File: src/rtl/pwrf_pkg.sv
package pwrf_pkg;

  localparam int DEPTH    = 64;
  localparam int FILL_W   = $clog2(DEPTH + 1);
  localparam int MASS_W   = 32;
  localparam int INT_W    = 32;
  localparam int CNT_W    = 4;
  localparam int GRP_SIZE = 8;
  localparam int GRP_CNT  = DEPTH / GRP_SIZE;
  localparam int GRP_W    = $clog2(GRP_SIZE + 1);
  localparam int SUM_W    = $clog2(DEPTH + 1);

  localparam logic CFG_HALF_WINDOW = 1'b0;
  localparam logic CFG_KEEP_COUNT  = 1'b1;

  typedef struct packed {
    logic [MASS_W-1:0]        mass;
    logic signed [INT_W-1:0]  inten;
    logic [CNT_W-1:0]         cnt;
    logic                     valid;
  } cell_data_t;

  // new peak and window settings, broadcast to every cell
  typedef struct packed {
    logic [MASS_W-1:0]        mass;
    logic signed [INT_W-1:0]  inten;
    logic [MASS_W:0]          mass_ph;
    logic [MASS_W-1:0]        half;
    logic [CNT_W-1:0]         keep;
    logic [CNT_W-1:0]         newcnt;
  } bcast_t;

  typedef struct packed {
    logic shift;
    logic cmp;
  } cell_ctl_t;

endpackage

File: src/rtl/pwrf_count.sv
module pwrf_count (
  input  logic                         clk,
  input  logic [pwrf_pkg::DEPTH-1:0]   stronger,
  input  logic [pwrf_pkg::CNT_W-1:0]   keep,
  output logic [pwrf_pkg::CNT_W-1:0]   newcnt
);

  logic [pwrf_pkg::GRP_W-1:0] grp_r   [pwrf_pkg::GRP_CNT];
  logic [pwrf_pkg::GRP_W-1:0] grp_nxt [pwrf_pkg::GRP_CNT];
  logic [pwrf_pkg::SUM_W-1:0] total;

  // first level: one population count per group of cells
  always_comb begin
    for (int g = 0; g < pwrf_pkg::GRP_CNT; g++) begin
      grp_nxt[g] = '0;
      for (int b = 0; b < pwrf_pkg::GRP_SIZE; b++) begin
        grp_nxt[g] = grp_nxt[g]
                     + pwrf_pkg::GRP_W'(stronger[g*pwrf_pkg::GRP_SIZE + b]);
      end
    end
  end

  always_ff @(posedge clk) begin
    grp_r <= grp_nxt;
  end

  // second level: add the groups and saturate at keep_count
  always_comb begin
    total = '0;
    for (int g = 0; g < pwrf_pkg::GRP_CNT; g++) begin
      total = total + pwrf_pkg::SUM_W'(grp_r[g]);
    end
  end

  assign newcnt = (total > pwrf_pkg::SUM_W'(keep)) ? keep : total[pwrf_pkg::CNT_W-1:0];

endmodule

File: config.mk
export PLATFORM = sky130hd
export DESIGN_NAME = pwrf_count
export DESIGN_NICKNAME = d
export VERILOG_FILES = /design/src/rtl/pwrf_pkg.sv /design/src/rtl/pwrf_count.sv
export SDC_FILE = /design/constraint.sdc
export NUM_CORES = 1
export LEC_CHECK = 0
export BUFFER_PORTS_ARGS = -buffer_cell sky130_fd_sc_hd__buf_2
export CAP_MARGIN = 20
export CORE_MARGIN = 2
export CORE_UTILIZATION = 40
export CTS_CLUSTER_SIZE = 8
export DETAILED_ROUTE_END_ITERATION = 7
export GPL_TIMING_DRIVEN = 0
export PLACE_DENSITY_LB_ADDON = 0.3
export SYNTH_ARGS = -nofsm -noshare
export SYNTH_HDL_FRONTEND = slang
export SYNTH_SLANG_ARGS = --single-unit
File: constraint.sdc
create_clock -name clk -period 13.25 [get_ports clk]
set_input_delay 1.9875 -clock clk [delete_from_list [all_inputs] [get_ports clk]]
set_output_delay 1.9875 -clock clk [all_outputs]
set_load 0.05 [all_outputs]
==> out/results.txt <==
Status: complete, no violations
Fin crit period: 6.88 ns
Synthesized flop and latch total: 32
Hold Crit Class: input port to flop
Area leader, netlist: fa_1
Number of synthesized flops with an enable pin: 0
Critical Path Start: grp_r[2]$_DFF_P_
Gpl congestion: 0.701
Post-synth cell types: 18
CP cell instances: fa_1 > inv_1 > fa_1 > fa_1 > inv_1 > fa_1 > ha_1 > fa_1 > ha_1 > nand2_1 > o22a_1 > a211oi_4 > mux2_1 > buf_2
Most numerous cell in the Yosys netlist: inv_1
Worst rel slew slack: 80.2%
Nets: 523
Area of the multi-input gates: 1820 um^2
Setup Fix Bufs, Post-CTS: 0
Initial Utilization: 40.8%
Crit path to: newcnt[0]
Max Root-Sink Buffers: 2
Area grow syn2layout: 20.3%
Synth Flop Type: dfxtp_1
Sequential cell area: 641 um^2
Share of the synthesized area in the top cell type: 37.6%
Post-route ant nets: 0
Ant diodes: 0
Grt ovf: 0
Initial DRT Pass Iterations: 4
Syn Inst Count: 285
FMAX: 145 MHz
CTS tree: built
Unrepaired setup endpoints after global routing: false
Critical setup path kind: flop to output port
Most frequent cell on the critical path: fa_1
Dpl ws: 6.63 ns
Via/cell ratio: 4.06
CP Data Arrival Time: 4.89 ns
Final hold vios: 0
Routed WL per cell: 8.82 um
Hold buffer count at cts: 0
H-tree depth: 2
Chip width: 89.6 um
Total core area: 7180 um^2
Fin crit share: 51.9%
GRT Total Usage: 11.6%
Number of global-route vias before repair: 1,826
Slowest cell on crit path: fa_1
MaxCap Viol Count: 0
Syn Nets: 444
Finish-stage setup viols: 0
Via count: 1,884
Clk slew on worst S/H paths: 0.07 ns
Post-synthesis cell area: 2930 um^2
Layout cells sized above 1: 22.5%
Initial DRC Count: 31
Largest net degree at the start of global routing: 12
Synth top area cells: fa_1 38%, dfxtp_1 22%, inv_1 16%
Initial antenna violation count: 0
Async S/R FF share, synth: 0%
Register with the most flip-flops: grp_r
Residual DRC: 0
Fin worst setup slack: 6.37 ns
Synth warn: 0
Die height: 89.6 um
TritonCTS buffer count: 5
Max Slew Vio Count: 0
Slowest stage delay, CP: 0.53 ns
Sequential cell area fraction in the yosys report: 21.9%
Setup TNS: 0 ns
Startpoint Class: flop
Clk sink count: 32
PortBufs: 72
Data required time of the critical path: 11.26 ns
Rows: 31
Final wirelength: 4090 um
Avg Cell Area, Syn: 10.3 um^2
Num ports: 73
Die Footprint: 8020 um^2
CTS root buf: clkbuf_8
Number of flip-flops in the largest register: 32
Fill cells: 669
PostCTS Resize Cnt: 0
Slew of the pin with the lowest slew margin: 0.296 ns
Setup crit end kind: output port
Crit Path Max Fanout: 4
Post-synth top cells: 124 x inv_1, 55 x fa_1, 35 x ha_1, 32 x dfxtp_1, 10 x a21oi_1
Hpwl dp: 3840 um
First-pass GRT wire length: 7120 um
Regs by FF count: grp_r (32)
[placed cells by master, fill, tap and decap left out]
cell type     n
clkinv_2      1
a211oi_4      1
mux2_1        3
fa_1         55
dfxtp_1      32
o21ai_1       1
clkinvlp_4    1
a211oi_1      1
inv_1       124
o22a_1        1
and2_1        1
a21oi_1      10
nand2_1       2
clkbuf_8      5
nor2_1        1
ha_1         35
nor2b_1       8
mux2i_1       1
xnor2_1       4
bufinv_16     1
buf_2        72
or3_4         1
xor2_1        4
[cells by family after synthesis]
logic type,share of synthesized area [%]
AOI/OAI and AO/OA,3.12
xor gates and xnor gates,2.39
adders and majority gates,52.5
buffers and inverters,15.9
DFF,21.9
muxes,1.50
and+or+nand+nor,2.69
[per-layer routing]
layer | vias to the layer above | GRT usage [%] | wire (um)
li1 | 949 | - | -
met1 | 893 | 14.0 | 1710
met2 | 38 | 20.4 | 2170
met3 | 4 | 2.47 | 166
met4 | 0 | 4.07 | 53
met5 | - | 0 | 0
[worst min path at each step]
stage	start	to	slack [ns]	depth (start not counted)
after floorplan	stronger[58]	grp_r[0]$_DFF_P_	2.12	1
after global placement	stronger[2]	grp_r[28]$_DFF_P_	2.21	2
after detailed placement	stronger[2]	grp_r[28]$_DFF_P_	2.21	2
after CTS	stronger[2]	grp_r[28]$_DFF_P_	1.92	2
after global routing	stronger[58]	grp_r[0]$_DFF_P_	1.93	2
final	stronger[2]	grp_r[28]$_DFF_P_	1.93	2
[critical path: cells and delay by family, from the launching register on]
family / cells / cell delay [ns]
buffers and inverters: 3 / 0.31
flip-flops: 1 / 0.32
AND/OR/NAND/NOR: 1 / 0.05
AO/OA/AOI/OAI: 2 / 0.53
adder cells (fa/ha/maj): 7 / 3.04
multiplexers: 1 / 0.36
[per-stage QoR]
stage / utilization [%] / instance area (um^2) / hold slack [ns] / std cells
floorplan: - / 2930 / 2.12 / 285
global placement: 47.6 / 3410 / 2.21 / 456
detailed placement: 47.6 / 3410 / 2.21 / 456
CTS: 49.1 / 3520 / 1.92 / 464
global route: 49.1 / 3520 / 1.93 / 464
finish: 49.1 / 3520 / 1.93 / 464
[area by class of cell]
class                           count  share of cell area [%]
Inverter                          124                    13.2
Multi-Input combinational cell    129                    51.7
Timing Repair Buffer               72                    10.2
Clock buffer                        5                    1.95
Clock inverter                      3                    1.21
Tap cell                           99                    3.51
Sequential cell                    32                    18.2
Power is not shown: default switching activity piles up to over one toggle a cycle in this logic, so the estimate is an artifact.
