`config.mk`:
```
export PLATFORM = sky130hd
export DESIGN_NAME = pwrf_cell
export DESIGN_NICKNAME = d
export VERILOG_FILES = /design/src/rtl/pwrf_pkg.sv /design/src/rtl/pwrf_cell.sv
export SDC_FILE = /design/constraint.sdc
export NUM_CORES = 1
export LEC_CHECK = 0
export CORE_AREA = 2 2 150 93
export CTS_BUF_LIST = sky130_fd_sc_hd__clkbuf_8
export DETAILED_ROUTE_END_ITERATION = 8
export DIE_AREA = 0 0 152 95
export DONT_BUFFER_PORTS = 1
export GPL_ROUTABILITY_DRIVEN = 0
export GPL_TIMING_DRIVEN = 0
export PLACE_DENSITY = 0.71
export REMOVE_ABC_BUFFERS = 1
export SKIP_CTS_REPAIR_TIMING = 1
export SLEW_MARGIN = 5
export SYNTH_ARGS = -nofsm -noshare
export SYNTH_HDL_FRONTEND = slang
export SYNTH_SLANG_ARGS = --single-unit
```
`constraint.sdc`:
```
create_clock -name clk -period 3.9 [get_ports clk]
set_clock_uncertainty 0.1 [all_clocks]
set_input_delay 0.195 -clock clk [delete_from_list [all_inputs] [get_ports clk]]
set_output_delay 0.195 -clock clk [all_outputs]
set_load 0.1 [all_outputs]
```
`src/rtl/pwrf_pkg.sv`:
```
package pwrf_pkg;

  localparam int DEPTH    = 64;
  localparam int FILL_W   = $clog2(DEPTH + 1);
  localparam int MASS_W   = 32;
  localparam int INT_W    = 32;
  localparam int CNT_W    = 4;
  localparam int GRP_SIZE = 8;
  localparam int GRP_CNT  = DEPTH / GRP_SIZE;
  localparam int GRP_W    = $clog2(GRP_SIZE + 1);
  localparam int SUM_W    = $clog2(DEPTH + 1);

  localparam logic CFG_HALF_WINDOW = 1'b0;
  localparam logic CFG_KEEP_COUNT  = 1'b1;

  typedef struct packed {
    logic [MASS_W-1:0]        mass;
    logic signed [INT_W-1:0]  inten;
    logic [CNT_W-1:0]         cnt;
    logic                     valid;
  } cell_data_t;

  // new peak and window settings, broadcast to every cell
  typedef struct packed {
    logic [MASS_W-1:0]        mass;
    logic signed [INT_W-1:0]  inten;
    logic [MASS_W:0]          mass_ph;
    logic [MASS_W-1:0]        half;
    logic [CNT_W-1:0]         keep;
    logic [CNT_W-1:0]         newcnt;
  } bcast_t;

  typedef struct packed {
    logic shift;
    logic cmp;
  } cell_ctl_t;

endpackage

```
`src/rtl/pwrf_cell.sv`:
```
module pwrf_cell (
  input  logic                  clk,
  input  logic                  rst_n,
  input  pwrf_pkg::cell_ctl_t   ctl,
  input  logic                  load,
  input  pwrf_pkg::bcast_t      bc,
  input  pwrf_pkg::cell_data_t  up,
  output pwrf_pkg::cell_data_t  q,
  output logic                  stronger
);

  pwrf_pkg::cell_data_t        data_r, data_nxt;
  logic [pwrf_pkg::MASS_W:0]   mass33, mass_ph, new33;
  logic                        win_new, win_cell, bump;

  assign mass33  = {1'b0, data_r.mass};
  assign mass_ph = mass33 + {1'b0, bc.half};
  assign new33   = {1'b0, bc.mass};

  // cell inside the new peak's window: m - h < x <= m + h
  assign win_new  = data_r.valid && (mass_ph > new33) && (mass33 <= bc.mass_ph);
  // new peak inside this cell's window: x - h < m <= x + h
  assign win_cell = data_r.valid && (bc.mass_ph > mass33) && (new33 <= mass_ph);

  assign stronger = win_new && ($signed(data_r.inten) > $signed(bc.inten));
  assign bump     = ctl.cmp && win_cell && ($signed(bc.inten) > $signed(data_r.inten))
                    && (data_r.cnt < bc.keep);

  always_comb begin
    data_nxt = data_r;
    if (ctl.shift) begin
      data_nxt = up;
    end else if (load) begin
      data_nxt.mass  = bc.mass;
      data_nxt.inten = bc.inten;
      data_nxt.cnt   = bc.newcnt;
      data_nxt.valid = 1'b1;
    end else if (bump) begin
      data_nxt.cnt = data_r.cnt + pwrf_pkg::CNT_W'(1);
    end
  end

  always_ff @(posedge clk) begin
    data_r.mass  <= data_nxt.mass;
    data_r.inten <= data_nxt.inten;
    if (!rst_n) begin
      data_r.cnt   <= '0;
      data_r.valid <= 1'b0;
    end else begin
      data_r.cnt   <= data_nxt.cnt;
      data_r.valid <= data_nxt.valid;
    end
  end

  assign q = data_r;

endmodule

```
==> flow_metrics.env <==
export IMPL_outcome="complete, but fails checks"
export IMPL_violations="negative hold slack, negative setup slack"
export IMPL_htree_levels=3
export IMPL_final_hold_violation_count=1
export IMPL_clkTransAtPathRegs_ns=0.09
export IMPL_synth_adder_area_share_pct=23.7
export IMPL_largest_reg_flops=69
export IMPL_stdcell_count=1046
export IMPL_busiest_layer="met2"
export IMPL_start_util_pct=53.3
export IMPL_crit_fanout=4
export IMPL_grt_setup_unrepaired="true"
export IMPL_p_total_uw=3600
export IMPL_io_pins=281
export IMPL_cts_tree="yes"
export IMPL_syn_area_per_cell_um2=9.69
export IMPL_yosys_warnings=0
export IMPL_die_area_um2=14400
export IMPL_use_met2_pct=43.6
export IMPL_grt_overflow_total=0
export IMPL_gr_usage_met1_pct=33.3
export IMPL_dieWidth_um=152
export IMPL_synth_top_family_by_area="adder cells"
export IMPL_utilization_pct=68.8
export IMPL_grt_usage_pct=26.4
export IMPL_hold_slack_ns=-0.0199
export IMPL_rows=33
export IMPL_wire_per_inst_um=22.7
export IMPL_cp_arrival_ns=5.46
export IMPL_clockBufferDepth=2
export IMPL_cts_buffers=9
export IMPL_finalCritPeriodShare_pct=148
export IMPL_port_buffers=0
export IMPL_start_kind="flip-flop"
export IMPL_synth_cell_types=66
export IMPL_drive_above_1_share_pct=14.9
export IMPL_grt_use_met3_pct=9.91
export IMPL_drv_cap=0
export IMPL_path_class="reg2out"
export IMPL_clock_latency_ns=0.37
export IMPL_avgViaCountPerCell=6.25
export IMPL_antenna_found_initial=0
export IMPL_synth_edf_count=64
export IMPL_ir_worst_vdd_uv=263
export IMPL_setup_ws_ns=-1.86
export IMPL_relSlewSlack_pct=24.3
export IMPL_synth_top_area_share_pct=27.2
export IMPL_synthMuxAreaShare_pct=10.9
export IMPL_nets=1210
export IMPL_synth_area_leaders="edfxtp_1 27%, ha_1 23%, mux2_2 9.9%"
export IMPL_synth_top_cell_by_area="edfxtp_1"
export IMPL_grt_pass1_vias=5576
export IMPL_ys_seq_elements=69
export IMPL_synth_ff_type="edfxtp_1"
export IMPL_grt_pass1_wl_mm=29.7
export IMPL_netlist_area_um2=7060
export IMPL_route_vias_total=6538
export IMPL_cts_sinks=69
export IMPL_max_slew_worst_pin_slew_ns=1.13
export IMPL_synth_compound_area_share_pct=16.8
export IMPL_yosysSeqAreaShare_pct=28.6
export IMPL_final_cell_mix="132 x dlygate4sd3_1, 122 x ha_1, 81 x inv_1, 64 x edfxtp_1, 62 x mux2_2"
export IMPL_slew_violations=0
export IMPL_postRouteAntennaNets=0
export IMPL_grt_start_max_net_pins=78
export IMPL_core_um2=13300
export IMPL_cp_required_ns=3.61
export IMPL_postSynthCellCount=729
export IMPL_final_common_cell="dlygate4sd3_1"
export IMPL_first_pass_iters=5
export IMPL_min_period_ns=5.76
export IMPL_synth_xor_area_share_pct=3.47
export IMPL_hp_class="in2reg"
export IMPL_drc=0
export IMPL_synthArstFlopShare_pct=0
export IMPL_max_freq_ghz=0.174
export IMPL_antenna_diode_count=0
export IMPL_place_hpwl_mm=16.4
export IMPL_drt_iter0_drc=372
export IMPL_syn_to_final_growth_pct=29.1
export IMPL_cts_root_buf="clkbuf_8"
export IMPL_setup_viol=5
export IMPL_powerDensity_nw_per_um2=395
export IMPL_die_h_um=95
export IMPL_wirelength_mm=23.7
export IMPL_dp_cells=888
export IMPL_end_kind="output pin"
export IMPL_p_leak_uw=0.00398
export IMPL_yosys_area_share_simple_pct=11.4
## kinds of logic after synthesis
kind of cell,count (synthesis)
simple gates,151
fa+ha+maj,133
compound gates,181
buf+inv,98
mux,69
xor+xnor,28
flops,69
## area by class of cell
cell class	instances	area (um2)
fill	948	4140
clock buffer	9	124
tap	175	219
multi-input combinational	562	4950
timing repair buffer	142	1420
clock inverter	7	75.1
sequential	69	2020
inverter	82	310
## layer usage
| layer | up-vias | routed length [um] | part of all wire, % |
|---|---|---|---|
| li1 | 3005 | - | - |
| met1 | 3085 | 9630 | 41 |
| met2 | 396 | 11300 | 48 |
| met3 | 52 | 2260 | 9.5 |
| met4 | 0 | 544 | 2.3 |
| met5 | - | 0 | 0 |
## through the flow
stage	area, um2	setup WS (ns)	setup TNS, ns
after floorplan	7000	-1.40	-4.54
after global placement	7220	-2.30	-9.39
after detailed placement	7220	-2.38	-9.66
after CTS	7420	-2.84	-10.32
after global routing	9120	-2.03	-8.31
final	9120	-1.86	-7.72
## cell usage after synthesis (3+ instances only)
| master | number |
|---|---|
| a31oi_1 | 6 |
| o211ai_1 | 4 |
| o2111ai_1 | 5 |
| a21boi_0 | 3 |
| nand4_1 | 17 |
| nand2b_1 | 9 |
| clkbuf_1 | 9 |
| ha_1 | 132 |
| nand3_1 | 18 |
| xor2_1 | 15 |
| and4_1 | 5 |
| inv_1 | 82 |
| nor4_1 | 4 |
| o21ai_0 | 30 |
| nor3_1 | 8 |
| dfxtp_1 | 5 |
| nor2_1 | 20 |
| a21oi_1 | 64 |
| a21o_1 | 23 |
| mux2_2 | 62 |
| buf_1 | 7 |
| a211oi_1 | 7 |
| edfxtp_1 | 64 |
| o21ai_1 | 3 |
| nand2_1 | 45 |
| and3_1 | 7 |
| nor2b_1 | 3 |
| o21a_1 | 7 |
| mux2i_1 | 6 |
| xnor2_1 | 13 |
## critical path, cell delays in order (launching register included)
cell and delay, ns:
edfxtp_1 1.10, ha_4 0.27, buf_4 0.11, a211oi_2 0.08, o2111ai_1 0.26, o2111a_1 0.33, a31o_4 0.23, a41oi_4 0.15
o311ai_1 0.39, a21oi_1 0.15, xor2_1 0.17, ha_1 0.33, nand2_2 0.10, nor4_1 0.06, a211oi_1 0.32, o211ai_1 0.16
a22oi_2 0.23, a21oi_2 0.07, and4b_4 0.57
## path summary, 6_finish.rpt
path	start	endpoint	slack (ns)	depth (start not counted)
setup / recovery	q[37]	stronger	-1.86	18
hold / removal	ctl[1]	q[1]	-0.02	2
setup reg to reg	q[37]	q[3]	-1.50	19
hold reg to reg	q[4]	q[4]	0.88	2
## power by group
group / internal (uW) / total [uW] / switching [uW]
combinational: 671 / 1380 / 707
sequential: 908 / 1590 / 678
clock: 299 / 637 / 338
total: 1880 / 3600 / 1720
Note: power is estimated with default switching activity, not from simulation.
